$ cat src/hdl/assert_macros.svh
// Assertion helpers shared by the RTL. Both sample on clk and are
// disabled while rst_n is low.
`ifndef ASSERT_MACROS_SVH
`define ASSERT_MACROS_SVH

// Same-cycle implication.
`define ASSERT_IMPLIES(lbl, ante, cons, msg) \
  lbl: assert property (@(posedge clk) disable iff (!rst_n) (ante) |-> (cons)) \
    else $error(msg);

// Next-cycle implication.
`define ASSERT_NEXT(lbl, ante, cons, msg) \
  lbl: assert property (@(posedge clk) disable iff (!rst_n) (ante) |=> (cons)) \
    else $error(msg);

`endif

$ cat src/hdl/pbrc_pkg.sv
`default_nettype none

package pbrc_pkg;

  // Number of entries in the button table.
  localparam int TABLE_ENTRIES = 6;
  // Entries that receive the mirrored X, Y and Z in three-button mode.
  localparam int MIRROR_OFFSET = 3;

  // Button codes as stored in the table.
  localparam logic [2:0] BTN_NONE = 3'd0;
  localparam logic [2:0] BTN_A    = 3'd1;
  localparam logic [2:0] BTN_B    = 3'd2;
  localparam logic [2:0] BTN_C    = 3'd3;
  localparam logic [2:0] BTN_X    = 3'd4;
  localparam logic [2:0] BTN_Y    = 3'd5;
  localparam logic [2:0] BTN_Z    = 3'd6;

  // Register indexes on the configuration port.
  localparam logic REG_HOLD_OFF = 1'b0;
  localparam logic REG_BLINK    = 1'b1;

  // Configuration reset values.
  localparam logic [15:0] HOLD_OFF_RESET = 16'd100;
  localparam logic [15:0] BLINK_RESET    = 16'd250;

  typedef logic [2:0] btn_code_t;
  typedef btn_code_t [TABLE_ENTRIES-1:0] btn_table_t;

  // Table contents after reset: B, C, A, Y, Z, X for entries 0 to 5.
  localparam btn_table_t TABLE_DEFAULT = {BTN_X, BTN_Z, BTN_Y, BTN_A, BTN_C, BTN_B};

  typedef struct packed {
    logic [15:0] hold_off_ticks;
    logic [15:0] blink_ticks;
  } cfg_t;

  typedef struct packed {
    logic [5:0] pad_buttons;
    logic       other_pressed;
    logic       start_full;
    logic       start_three;
  } in_word_t;

  typedef struct packed {
    logic [2:0] map_left;
    logic [2:0] map_right;
    logic [2:0] map_both;
    logic [2:0] map_auto_left;
    logic [2:0] map_auto_right;
    logic [2:0] map_auto_both;
    logic       remapping;
    logic       led_level;
    logic       save_pulse;
  } out_word_t;

endpackage

`default_nettype wire

$ cat src/hdl/pbrc_cfg.sv
`default_nettype none

module pbrc_cfg (
  input  wire logic          clk,
  input  wire logic          rst_n,
  input  wire logic          psel,
  input  wire logic          penable,
  input  wire logic          pwrite,
  input  wire logic [2:0]    paddr,
  input  wire logic [31:0]   pwdata,
  output logic      [31:0]   prdata,
  output logic               pready,
  output pbrc_pkg::cfg_t     cfg
);
  import pbrc_pkg::*;

  cfg_t cfg_r;
  cfg_t cfg_nxt;
  logic wr_en;

  assign pready = 1'b1;
  assign wr_en  = psel && penable && pwrite;

  // Register write decode; the word address is paddr[2].
  always_comb begin
    cfg_nxt = cfg_r;
    if (wr_en) begin
      unique case (paddr[2])
        REG_HOLD_OFF: cfg_nxt.hold_off_ticks = pwdata[15:0];
        REG_BLINK:    cfg_nxt.blink_ticks    = pwdata[15:0];
        default:      cfg_nxt = cfg_r;
      endcase
    end
  end

  always_ff @(posedge clk) begin
    if (!rst_n) begin
      cfg_r.hold_off_ticks <= HOLD_OFF_RESET;
      cfg_r.blink_ticks    <= BLINK_RESET;
    end else begin
      cfg_r <= cfg_nxt;
    end
  end

  // Read back.
  always_comb begin
    unique case (paddr[2])
      REG_HOLD_OFF: prdata = {16'd0, cfg_r.hold_off_ticks};
      REG_BLINK:    prdata = {16'd0, cfg_r.blink_ticks};
      default:      prdata = 32'd0;
    endcase
  end

  assign cfg = cfg_r;

endmodule

`default_nettype wire

$ cat src/hdl/pbrc_core.sv
`default_nettype none

module pbrc_core #(
  parameter int TIMER_BITS = 16
) (
  input  wire logic               clk,
  input  wire logic               rst_n,
  input  wire pbrc_pkg::cfg_t     cfg,
  input  wire logic               in_valid,
  input  wire pbrc_pkg::in_word_t in_data,
  output logic                    in_stall,
  input  wire logic               res_ready,
  output logic                    res_valid,
  output pbrc_pkg::out_word_t     res_data
);
  import pbrc_pkg::*;

  localparam int CMP_W = (TIMER_BITS > 16) ? TIMER_BITS : 16;
  localparam logic [TIMER_BITS-1:0] TMAX   = {TIMER_BITS{1'b1}};
  localparam logic [CMP_W-1:0]      TMAX_W = CMP_W'(TMAX);
  localparam logic [2:0] SLOTS_FULL   = 3'(TABLE_ENTRIES);
  localparam logic [2:0] SLOTS_MIRROR = 3'(MIRROR_OFFSET);

  // Input register.
  in_word_t in_r;
  logic     in_valid_r;
  logic     fire;

  // Remap state.
  btn_table_t            table_r,   table_nxt;
  logic [2:0]            slot_r,    slot_nxt;
  logic                  active_r,  active_nxt;
  logic                  mirror_r,  mirror_nxt;
  logic [TIMER_BITS-1:0] hold_r,    hold_nxt;
  logic                  blink_r,   blink_nxt;
  logic                  led_r,     led_nxt;
  logic [TIMER_BITS-1:0] elapsed_r, elapsed_nxt;
  logic                  saved;

  assign fire      = in_valid_r && res_ready;
  assign in_stall  = in_valid_r && !res_ready;
  assign res_valid = fire;

  always_ff @(posedge clk) begin
    if (!rst_n) begin
      in_valid_r <= 1'b0;
    end else if (in_valid && !in_stall) begin
      in_valid_r <= 1'b1;
    end else if (fire) begin
      in_valid_r <= 1'b0;
    end
  end

  always_ff @(posedge clk) begin
    if (in_valid && !in_stall) begin
      in_r <= in_data;
    end
  end

  // One tick: start requests, then capture, then blink.
  always_comb begin
    logic                  started;
    logic [2:0]            code;
    logic [2:0]            limit;
    logic                  dup;
    logic [TIMER_BITS-1:0] hold_dec;
    logic [CMP_W-1:0]      hold_sat;
    logic [2:0]            slot_inc;

    table_nxt   = table_r;
    slot_nxt    = slot_r;
    active_nxt  = active_r;
    mirror_nxt  = mirror_r;
    hold_nxt    = hold_r;
    blink_nxt   = blink_r;
    led_nxt     = led_r;
    elapsed_nxt = elapsed_r;
    saved       = 1'b0;
    code        = BTN_NONE;
    dup         = 1'b0;
    hold_dec    = '0;
    slot_inc    = '0;

    // Start request; the three-button request wins.
    started = in_r.start_three || in_r.start_full;
    if (started) begin
      table_nxt  = '0;
      slot_nxt   = '0;
      active_nxt = 1'b1;
      mirror_nxt = in_r.start_three;
      hold_nxt   = '0;
      if (!blink_r) begin
        blink_nxt   = 1'b1;
        led_nxt     = 1'b0;
        elapsed_nxt = '0;
      end
    end

    // Capture of a sole pressed button.
    if (!in_r.other_pressed) begin
      for (int i = 0; i < 6; i++) begin
        if (in_r.pad_buttons == (6'b1 << i)) begin
          code = 3'(i + 1);
        end
      end
    end
    limit = mirror_nxt ? SLOTS_MIRROR : slot_nxt;
    for (int i = 0; i < TABLE_ENTRIES; i++) begin
      if ((3'(i) < limit) && (table_nxt[i] == code)) begin
        dup = 1'b1;
      end
    end
    hold_sat = (CMP_W'(cfg.hold_off_ticks) > TMAX_W) ? TMAX_W
                                                     : CMP_W'(cfg.hold_off_ticks);

    if (active_nxt) begin
      hold_dec = (hold_nxt != '0) ? (hold_nxt - 1'b1) : hold_nxt;
      hold_nxt = hold_dec;
      if ((hold_dec == '0) && (code != BTN_NONE) && !(mirror_nxt && code > BTN_C) &&
          !dup) begin
        for (int i = 0; i < TABLE_ENTRIES; i++) begin
          if (slot_nxt == 3'(i)) begin
            table_nxt[i] = code;
          end
          if (mirror_nxt && (slot_nxt == 3'(i - MIRROR_OFFSET)) && (i >= MIRROR_OFFSET)) begin
            table_nxt[i] = code + 3'(MIRROR_OFFSET);
          end
        end
        slot_inc = slot_nxt + 3'd1;
        if (slot_inc >= (mirror_nxt ? SLOTS_MIRROR : SLOTS_FULL)) begin
          active_nxt = 1'b0;
          slot_nxt   = '0;
          mirror_nxt = 1'b0;
          blink_nxt  = 1'b0;
          led_nxt    = 1'b1;
          saved      = 1'b1;
        end else begin
          slot_nxt = slot_inc;
          hold_nxt = hold_sat[TIMER_BITS-1:0];
        end
      end
    end

    // LED blink, skipped on the tick that just started it.
    if (!(started && elapsed_nxt == '0 && !led_nxt) && blink_nxt) begin
      if (elapsed_nxt != TMAX) begin
        elapsed_nxt = elapsed_nxt + 1'b1;
      end
      if (CMP_W'(elapsed_nxt) >= CMP_W'(cfg.blink_ticks)) begin
        elapsed_nxt = '0;
        led_nxt     = !led_nxt;
      end
    end
  end

  always_ff @(posedge clk) begin
    if (!rst_n) begin
      table_r   <= TABLE_DEFAULT;
      slot_r    <= '0;
      active_r  <= 1'b0;
      mirror_r  <= 1'b0;
      hold_r    <= '0;
      blink_r   <= 1'b0;
      led_r     <= 1'b1;
      elapsed_r <= '0;
    end else if (fire) begin
      table_r   <= table_nxt;
      slot_r    <= slot_nxt;
      active_r  <= active_nxt;
      mirror_r  <= mirror_nxt;
      hold_r    <= hold_nxt;
      blink_r   <= blink_nxt;
      led_r     <= led_nxt;
      elapsed_r <= elapsed_nxt;
    end
  end

  // Result word of this tick.
  always_comb begin
    res_data.map_left       = table_nxt[0];
    res_data.map_right      = table_nxt[1];
    res_data.map_both       = table_nxt[2];
    res_data.map_auto_left  = table_nxt[3];
    res_data.map_auto_right = table_nxt[4];
    res_data.map_auto_both  = table_nxt[5];
    res_data.remapping      = active_nxt;
    res_data.led_level      = led_nxt;
    res_data.save_pulse     = saved;
  end

endmodule

`default_nettype wire

$ cat src/hdl/pbrc_out.sv
`default_nettype none

module pbrc_out (
  input  wire logic                clk,
  input  wire logic                rst_n,
  input  wire logic                res_valid,
  input  wire pbrc_pkg::out_word_t res_data,
  output logic                     res_ready,
  output logic                     out_valid,
  input  wire logic                out_stall,
  output pbrc_pkg::out_word_t      out_data
);
  import pbrc_pkg::*;

  logic      out_valid_r;
  out_word_t out_data_r;

  // The register takes a new word when empty or when its word leaves now.
  assign res_ready = !out_valid_r || !out_stall;

  always_ff @(posedge clk) begin
    if (!rst_n) begin
      out_valid_r <= 1'b0;
    end else if (res_ready) begin
      out_valid_r <= res_valid;
    end
  end

  always_ff @(posedge clk) begin
    if (res_ready && res_valid) begin
      out_data_r <= res_data;
    end
  end

  assign out_valid = out_valid_r;
  assign out_data  = out_data_r;

endmodule

`default_nettype wire

$ cat src/hdl/pad_button_remap_capture.sv
// Channel   Direction  Handshake           Word
// in_       input      in_valid/in_stall   in_word_t (pad sample, start requests)
// out_      output     out_valid/out_stall out_word_t (table, status, LED, save)
// config    APB        psel/penable/pready 16-bit hold-off and blink registers
//
// One word per clock is accepted while in_stall is low; an accepted word sits in
// the input register while the tick logic works on it, and the result register
// takes it once that register is free. The input register can take one more
// word while a result waits. Synchronous active-low reset restores the default
// table and the register defaults; no clearing pass. A stall on out_ backs up
// into in_stall only once both the result and input registers are full.
`default_nettype none

module pad_button_remap_capture #(
  parameter int TIMER_BITS = 16
) (
  input  wire logic                clk,
  input  wire logic                rst_n,
  input  wire logic                in_valid,
  output logic                     in_stall,
  input  wire pbrc_pkg::in_word_t  in_data,
  output logic                     out_valid,
  input  wire logic                out_stall,
  output pbrc_pkg::out_word_t      out_data,
  input  wire logic                psel,
  input  wire logic                penable,
  input  wire logic                pwrite,
  input  wire logic [2:0]          paddr,
  input  wire logic [31:0]         pwdata,
  output logic      [31:0]         prdata,
  output logic                     pready
);
  import pbrc_pkg::*;

  `include "assert_macros.svh"

  cfg_t      cfg;
  logic      res_valid;
  logic      res_ready;
  out_word_t res_data;

  pbrc_cfg u_cfg (
    .clk     (clk),
    .rst_n   (rst_n),
    .psel    (psel),
    .penable (penable),
    .pwrite  (pwrite),
    .paddr   (paddr),
    .pwdata  (pwdata),
    .prdata  (prdata),
    .pready  (pready),
    .cfg     (cfg)
  );

  pbrc_core #(
    .TIMER_BITS (TIMER_BITS)
  ) u_core (
    .clk       (clk),
    .rst_n     (rst_n),
    .cfg       (cfg),
    .in_valid  (in_valid),
    .in_data   (in_data),
    .in_stall  (in_stall),
    .res_ready (res_ready),
    .res_valid (res_valid),
    .res_data  (res_data)
  );

  pbrc_out u_out (
    .clk       (clk),
    .rst_n     (rst_n),
    .res_valid (res_valid),
    .res_data  (res_data),
    .res_ready (res_ready),
    .out_valid (out_valid),
    .out_stall (out_stall),
    .out_data  (out_data)
  );

  // The input side only stalls while the result register is held.
  `ASSERT_IMPLIES(a_stall_only_when_full, in_stall, out_valid && out_stall, "in_stall without held result")
  // A completed remap reports idle with the LED high.
  `ASSERT_IMPLIES(a_save_ends_remap, out_valid && out_data.save_pulse, !out_data.remapping && out_data.led_level, "save without remap end")
  // Outside a remap the LED is never low.
  `ASSERT_IMPLIES(a_led_idle_high, out_valid && !out_data.remapping, out_data.led_level, "LED low while idle")
  // A word that leaves the tick logic while the result side is free shows up next cycle.
  `ASSERT_NEXT(a_result_lands, res_valid && res_ready, out_valid, "result word lost")

endmodule

`default_nettype wire

$ cat config.mk
export PLATFORM = sky130hd
export DESIGN_NAME = pad_button_remap_capture
export DESIGN_NICKNAME = d
export VERILOG_FILES = /design/src/hdl/pbrc_pkg.sv /design/src/hdl/pbrc_cfg.sv /design/src/hdl/pbrc_core.sv /design/src/hdl/pbrc_out.sv /design/src/hdl/pad_button_remap_capture.sv
export VERILOG_INCLUDE_DIRS = /design/src /design/src/hdl
export SDC_FILE = /design/constraint.sdc
export NUM_CORES = 1
export LEC_CHECK = 0
export BUFFER_PORTS_ARGS = -buffer_cell sky130_fd_sc_hd__buf_2
export CAP_MARGIN = 20
export CORE_MARGIN = 2
export CORE_UTILIZATION = 40
export CTS_BUF_LIST = sky130_fd_sc_hd__clkbuf_16
export CTS_CLUSTER_DIAMETER = 60
export DETAILED_ROUTE_END_ITERATION = 8
export PLACE_DENSITY = 0.59
export SETUP_SLACK_MARGIN = 0.4
export SYNTH_ARGS = -nofsm -noshare
export SYNTH_HDL_FRONTEND = slang
export SYNTH_SLANG_ARGS = --single-unit
$ cat constraint.sdc
create_clock -name clk -period 6.5 [get_ports clk]
set_input_delay 0.65 -clock clk [delete_from_list [all_inputs] [get_ports clk]]
set_output_delay 0.65 -clock clk [all_outputs]
set_load 0.03 [all_outputs]
## Yosys cells after proc, flatten, opt, wreduce, memory -nomap -nowiden

Index checks and enable logic that the tools add are counted.

- Register bits after elaboration: 121
- Input bits: 51
- Output and inout port bits: 56
- Logic and storage cells: 170

- Add/sub/neg operators: 4
- Order comparisons: 10
- Equality and inequality tests: 18
- Multiplexer cells: 66
- Bitwise gates (word level): 1
- Reduce and logical (&&, ||, !) cells: 41

Operators with widths:

| operator | count |
|---|---|
| $mux W16 | 12 |
| $pmux W32 S2 | 1 |
| $mux W3 | 19 |
| $mux W18 | 3 |
| $logic_not A16 Y1 | 2 |
| $mux W1 | 29 |
| $logic_and A1 B1 Y1 | 22 |
| $eq A3 B3 Y1 | 6 |
| $add A16 B1 Y16 const B | 1 |
| $ge A16 B16 Y1 | 1 |
| $gt A16 B16 Y1 const B | 1 |
| $ne A16 B16 Y1 const B | 1 |
| $reduce_bool A16 Y1 | 1 |
| $sub A16 B1 Y16 const B | 1 |
| $logic_not A1 Y1 | 8 |
| $eq A3 B2 Y1 const B | 2 |
| $eq A3 B3 Y1 const B | 2 |
| $eq A6 B1 Y1 const B | 1 |
| $eq A6 B2 Y1 const B | 1 |
| $eq A6 B3 Y1 const B | 1 |
| $eq A6 B4 Y1 const B | 1 |
| $eq A6 B5 Y1 const B | 1 |
| $eq A6 B6 Y1 const B | 1 |
| $lt A1 B3 Y1 const A | 2 |
| other kinds (14) | 20 |

## Logic depth before layout (Yosys ltp)

- Depth in word-level cells: 28
- Mapped depth: 23
- Gate-level depth less buffers: 20

## Modules after synthesis

From an unflattened synthesis, not the netlist that was laid out.

- Cell total of the unflattened synthesis: 922
- Area, all modules: 7837.5 um2

By module, submodules not included:

| module | instances | cells an instance | area each (um2) | sequential area each (um2) |
|---|---|---|---|---|
| pbrc_core | 1 | 730 | 5505.3 | 1431.4 |
| pbrc_cfg | 1 | 166 | 1660.3 | 640.6 |
| pbrc_out | 1 | 26 | 671.9 | 650.6 |

## Least setup slack after synthesis

Ideal clock, no wire load.

- Path type: flip-flop to flip-flop
- From: register u_core.in_r[1] (netlist bit)
- To: register u_core.elapsed_r[0]
- Setup time: 0.059 ns
- Arrival: 4.665 ns
- Data required time: 6.441 ns
- Setup slack: 1.776 ns
- Cell stages (with the launch flop): 24
- Buffers on the path: 4
- Clock period less this slack: 4.724 ns
- Path through: edfxtp_1 o21bai_1 clkbuf_1 nand2_1 inv_1 ha_1 and2_1 clkbuf_1 and2_1 nand4_1 nand4_1 clkbuf_1 o21ai_0 a21oi_1 ha_1 a2111oi_0 o21ai_0 a31oi_1 nor2_1 o32ai_1 clkbuf_1 nand4_1 mux2_2 nand2_1

- Longest elaborated chain between the ends: 20
- Elaborated cells on any way between the ends: 66
- Those cells by class: add/sub: 3; order compare: 8; eq/ne: 7; mux: 27; reduce/logical: 21

RTL lines:

| what | line | text |
|---|---|---|
| from (decl) | pbrc_core.sv:25 | `in_word_t in_r;` |
| from (signal assigned) | pbrc_core.sv:56 | `in_r <= in_data;` |
| $logic_or A1 B1 Y1 (*) | pbrc_core.sv:85 | `started = in_r.start_three \|\| in_r.start_full;` |
| parallel branches: the longest is 18 deep, another holds $add A16 B1 Y16 | n/a |  |
| $mux W16 (*) | pbrc_core.sv:145 | `if (!(started && elapsed_nxt == '0 && !led_nxt) && blink_nxt) begin` |
| to (signal assigned) | pbrc_core.sv:174 | `elapsed_r <= elapsed_nxt;` |
| to (decl) | pbrc_core.sv:37 | `logic [TIMER_BITS-1:0] elapsed_r, elapsed_nxt;` |

Every way passes the cells marked *. The select of a mux whose other input is x is not followed.
A chain may end at the register's enable or synchronous reset.

## Worst setup path after layout

- From: register u_core.in_r[1] (netlist bit)
- To: register u_core.elapsed_r[10]

Same word-level chain as after synthesis.

==> results.tsv <==
stage	metric	value	unit
timing	share of the cycle needed by the critical path after routing	0.8335	
setup_path	cells along the critical path	o21bai_1 -> buf_4 -> nand2_1 -> inv_1 -> ha_1 -> and2_1 -> and2_1 -> nand4_1 -> nand4_1 -> or3_1 -> a21oi_1 -> ha_1 -> a2111oi_0 -> o21ai_0 -> a31oi_1 -> nor2_1 -> o32ai_1 -> buf_4 -> and2_1 -> and2_1 -> a32o_1	
status	result of the run	finished, final reports clean	
clock_tree	number of clock sinks	121	
layout	final design instance area without fill	8778	um^2
timing	Setup Viol. Count Final	0	
grt	first-pass GRT wire length	34870	um
clock_tree	CTS H-Tree Depth	4	
grt	number of global-route vias before repair	6444	
setup_path	WP depth	21	
routing	per-cell routed wire length	17.43	um
die	height of the die	143.3	um
synth	sequential cell area fraction in the yosys report	0.3510	
die	cell row count	50	
grt	pin count of the biggest net entering global routing	54	
power	worst vdd rail ir drop	0.1848	mV
place	estimated wirelength of the detail-placed design	15320	um
synth	most area-consuming cells after synthesis	sky130_fd_sc_hd__dfxtp_1 23%, sky130_fd_sc_hd__edfxtp_1 12%, sky130_fd_sc_hd__nand2_1 6.4%	
setup_path	endpoint of the worst-slack reg-to-reg timing path	u_core.elapsed_r[10]	
layout	fraction of layout cells with a size suffix above 1	0.1597	
clock_tree	Reg clk slew, reported paths	60	ps
synth	average cell area after synthesis	8.173	um^2
timing	hold violation total from the final report	0	
synth	area share of the leading cell type in the synthesized netlist	0.2349	
timing	number of pins with negative max-slew slack in the final report	0	
synth	area leader, netlist	sky130_fd_sc_hd__dfxtp_1	
timing	sum of negative setup slack	0	ps
routing	DRC violation count after routing	0	
layout	synthesis-to-layout area growth	13.18	%
clock_tree	CTS resizes	0	
routing	overall routed net length	22000	um
setup_path	signal arrival time at the worst endpoint	5780	ps
die	Boundary Pins	107	
setup_path	most frequent cell on the critical path	sky130_fd_sc_hd__and2_1	
clock_tree	cts-stage hold buffer count	0	
clock_tree	post-CTS setup repair buffer count	0	
hold_path	Worst Hold Path EP	u_core.in_r[4]	
setup_path	Critical path buffers and inverters	3	
synth	Synth async-reset ratio	0	
place	dpl ws	1090	ps
place	post-placement cell count	1228	
setup_path	kind of critical path	reg2reg	
synth	number of distinct library cell variants in the gate-level netlist after synthesis	79	
place	count of buffers inserted at the top-level ports	71	
routing	Routed Antenna Nets	0	
synth	fraction of synthesized area in multiplexers	0.03113	
setup_path	CP delay by family, top	simple AND/OR/NAND/NOR gates	
die	width of the die	143.3	um
grt	initial antenna violation count	0	
synth	Mapped Cells	949	
timing	actual slew at the worst max-slew pin	827.5	ps
routing	Detailed Routing Iterations Pass 1	5	
die	starting density of the core	0.4105	
grt	global-route total usage across every layer	0.2162	
clock_tree	clk_lat worst skew	420	ps
power	power per cell area	233.0	nW/um^2
routing	routed via count	7130	
synth	number of synthesized flops with an enable pin	30	
power	Static Leak	3.555	nW
clock_tree	maximum number of buffers from clock root to sink	2	
layout	diode insertion count for antenna repair	0	
hold_path	Worst Min Path Start	in_data[4]	
synth	flip-flop and latch count after synthesis	121	
setup_path	Worst Reg2Reg Path Length in Cells	21	
clock_tree	TritonCTS clock tree	done	
clock_tree	number of buffers created by CTS	17	
setup_path	master of the slowest instance on the critical path	sky130_fd_sc_hd__edfxtp_1	
layout	number of filler instances in the final layout	1921	
synth	largest family of logic cells by synthesized area	compound AO/OA/AOI/OAI gates	
run	number of maximum-capacitance constraint violations	0	
synth	Yosys Warn Count	0	
layout	Non-Filler Instances	1262	
synth	complex-gate fraction of the synthesized area	0.2512	
synth	area share of and/or/nand/nor cells after synthesis	0.2121	
routing	via-per-instance ratio	5.650	
synth	Top FF cell, synth	sky130_fd_sc_hd__dfxtp_1	
setup_path	kind of end point of the critical path	register	
setup_path	crit path max fanout	14	
routing	iteration-0 DRC count of the detailed router	618	
layout	number of nets in the layout	1070	
clock_tree	root buffer selected by CTS	sky130_fd_sc_hd__clkbuf_16	
timing	Slew headroom	0.4341	
setup_path	startpoint of the worst register-to-register path	u_core.in_r[1]	
setup_path	required time at the endpoint of the critical path	6870	ps
synth	xor and xnor fraction of the mapped netlist area	0.03404	
timing	setup repair after global routing missed its margin	false	
setup_path	kind of start point of the critical path	register	
hold_path	Worst Hold Depth	1	
die	area of the die	20520	um^2
hold_path	kind of path behind the tightest hold check	in2reg	
timing	post-route setup slack	1082	ps
setup_path	maximum cell stage delay along the critical path	500	ps
synth	Mapped Area	7756	um^2
die	CORE AREA	18890	um^2
place	Placed Area	8188	um^2
timing	Layout Skew	13.02	ps
setup_path	setup slack of the worst register-to-register path	1080	ps
timing	Period minus WS final	5418	ps
synth	fraction of the mapped netlist area in adder cells	0.04839	
grt	global route total overflow	0	
place	Final Wtd Congestion	0.9047	
timing	max frequency	184.6	MHz
timing	Worst Hold Margin	399.3	ps
[sequential cells by signal, summed over array words and instances (netlist names)]
register and cells:
u_cfg.cfg 32, u_out.out_data 21, u_core.table_r 18, u_core.elapsed_r 16, u_core.hold_r 16, u_core.in_r 9, u_core.slot_r 3, u_core.active_r 1
u_core.blink_r 1, u_core.in_valid_r 1, u_core.led_r 1, u_core.mirror_r 1, u_out.out_valid 1
[worst max-delay path by stage]
stage | from | to | slack, ps
final | u_core.in_r[1] | u_core.elapsed_r[10] | 1080
after global routing | u_core.in_r[1] | u_core.elapsed_r[7] | 580
after CTS | u_core.in_r[1] | u_core.elapsed_r[10] | 1040
after detailed placement | u_core.in_r[1] | u_core.elapsed_r[10] | 1090
after global placement | u_core.in_r[1] | u_core.elapsed_r[10] | 1160
after floorplan | u_core.in_r[1] | u_core.elapsed_r[0] | 1780
[final cells by class]
cell class	instances	area, um^2	share of cell area
multi-input combinational	725	4548	0.5181
sequential	121	2723	0.3101
inverter	39	146.4	0.01668
tap	260	325.3	0.03706
clock buffer	17	425.4	0.04846
timing repair buffer	85	471.7	0.05373
clock inverter	15	138.9	0.01582
[cell usage in the layout (no fill, tap or decap), types with 5 or more instances in the layout]
cell,netlist,layout
sky130_fd_sc_hd__o211ai_1,14,14
sky130_fd_sc_hd__buf_2,15,71
sky130_fd_sc_hd__a211oi_1,8,8
sky130_fd_sc_hd__inv_1,38,38
sky130_fd_sc_hd__xnor2_1,11,11
sky130_fd_sc_hd__o21ai_0,41,41
sky130_fd_sc_hd__buf_4,20,12
sky130_fd_sc_hd__mux2i_1,5,5
sky130_fd_sc_hd__nand4_1,14,14
sky130_fd_sc_hd__nand3_1,37,37
sky130_fd_sc_hd__dfxtp_1,91,91
sky130_fd_sc_hd__or3_1,6,6
sky130_fd_sc_hd__a21oi_1,81,81
sky130_fd_sc_hd__nor3_1,21,21
sky130_fd_sc_hd__a22o_1,18,18
sky130_fd_sc_hd__a32o_1,5,5
sky130_fd_sc_hd__a31oi_1,18,18
sky130_fd_sc_hd__nand2b_1,12,12
sky130_fd_sc_hd__a22oi_1,10,10
sky130_fd_sc_hd__nor4_1,12,12
sky130_fd_sc_hd__xor2_1,16,16
sky130_fd_sc_hd__edfxtp_1,30,30
sky130_fd_sc_hd__conb_1,2,17
sky130_fd_sc_hd__clkbuf_16,0,17
sky130_fd_sc_hd__and2_1,7,7
sky130_fd_sc_hd__or4_1,5,5
sky130_fd_sc_hd__nand2_1,133,133
sky130_fd_sc_hd__and3_1,15,15
sky130_fd_sc_hd__ha_1,30,30
sky130_fd_sc_hd__mux2_2,17,17
sky130_fd_sc_hd__o22ai_1,9,9
sky130_fd_sc_hd__nor2_1,66,64
sky130_fd_sc_hd__a21o_1,12,12
sky130_fd_sc_hd__inv_6,0,6
[kinds of logic after synthesis]
logic type                 Yosys count
xor gates and xnor gates            28
adders and majority gates           30
muxes                               22
DFF                                121
buffers and inverters              118
and+or+nand+nor                    346
other                                2
AOI/OAI and AO/OA                  282
[layer usage]
metal / wire length (um) / global-route usage
met1: 10440 / 0.3008
met2: 10300 / 0.3435
met5: 0 / 0
met3: 895 / 0.03722
met4: 369 / 0.06502
[cells in the mapped netlist (5+ instances only)]
cell                         n
sky130_fd_sc_hd__nand4_1    14
sky130_fd_sc_hd__buf_2      15
sky130_fd_sc_hd__nand3_1    37
sky130_fd_sc_hd__a22oi_1    10
sky130_fd_sc_hd__and2_1      7
sky130_fd_sc_hd__o211ai_1   14
sky130_fd_sc_hd__a21oi_1    81
sky130_fd_sc_hd__and3_1     15
sky130_fd_sc_hd__nor4_1     12
sky130_fd_sc_hd__edfxtp_1   30
sky130_fd_sc_hd__inv_1      38
sky130_fd_sc_hd__dfxtp_1    91
sky130_fd_sc_hd__o22ai_1     9
sky130_fd_sc_hd__nand2b_1   12
sky130_fd_sc_hd__nor3_1     21
sky130_fd_sc_hd__ha_1       30
sky130_fd_sc_hd__mux2i_1     5
sky130_fd_sc_hd__a211oi_1    8
sky130_fd_sc_hd__a22o_1     18
sky130_fd_sc_hd__a32o_1      5
sky130_fd_sc_hd__or3_1       6
sky130_fd_sc_hd__o21ai_0    41
sky130_fd_sc_hd__nand2_1   133
sky130_fd_sc_hd__or4_1       5
sky130_fd_sc_hd__xor2_1     16
sky130_fd_sc_hd__a21o_1     12
sky130_fd_sc_hd__buf_4      20
sky130_fd_sc_hd__xnor2_1    11
sky130_fd_sc_hd__nor2_1     66
sky130_fd_sc_hd__a31oi_1    18
sky130_fd_sc_hd__clkbuf_1   39
sky130_fd_sc_hd__mux2_2     17
[where the power goes]
group / switching [W] / internal (W) / total, W
Sequential: 0.0000374 / 0.000801 / 0.000838
Combinational: 0.000195 / 0.0000962 / 0.000291
Clock: 0.000384 / 0.000533 / 0.000916
Total: 0.000616 / 0.00143 / 0.00205
[per-stage QoR]
stage,power [W],util
after floorplan,0.001069,-
after global placement,0.001138,0.4334
after detailed placement,0.001139,0.4334
after CTS,0.002055,0.4632
after global routing,0.002127,0.4646
final,0.002045,0.4646
No activity file was read; power rests on OpenSTA's default activity.
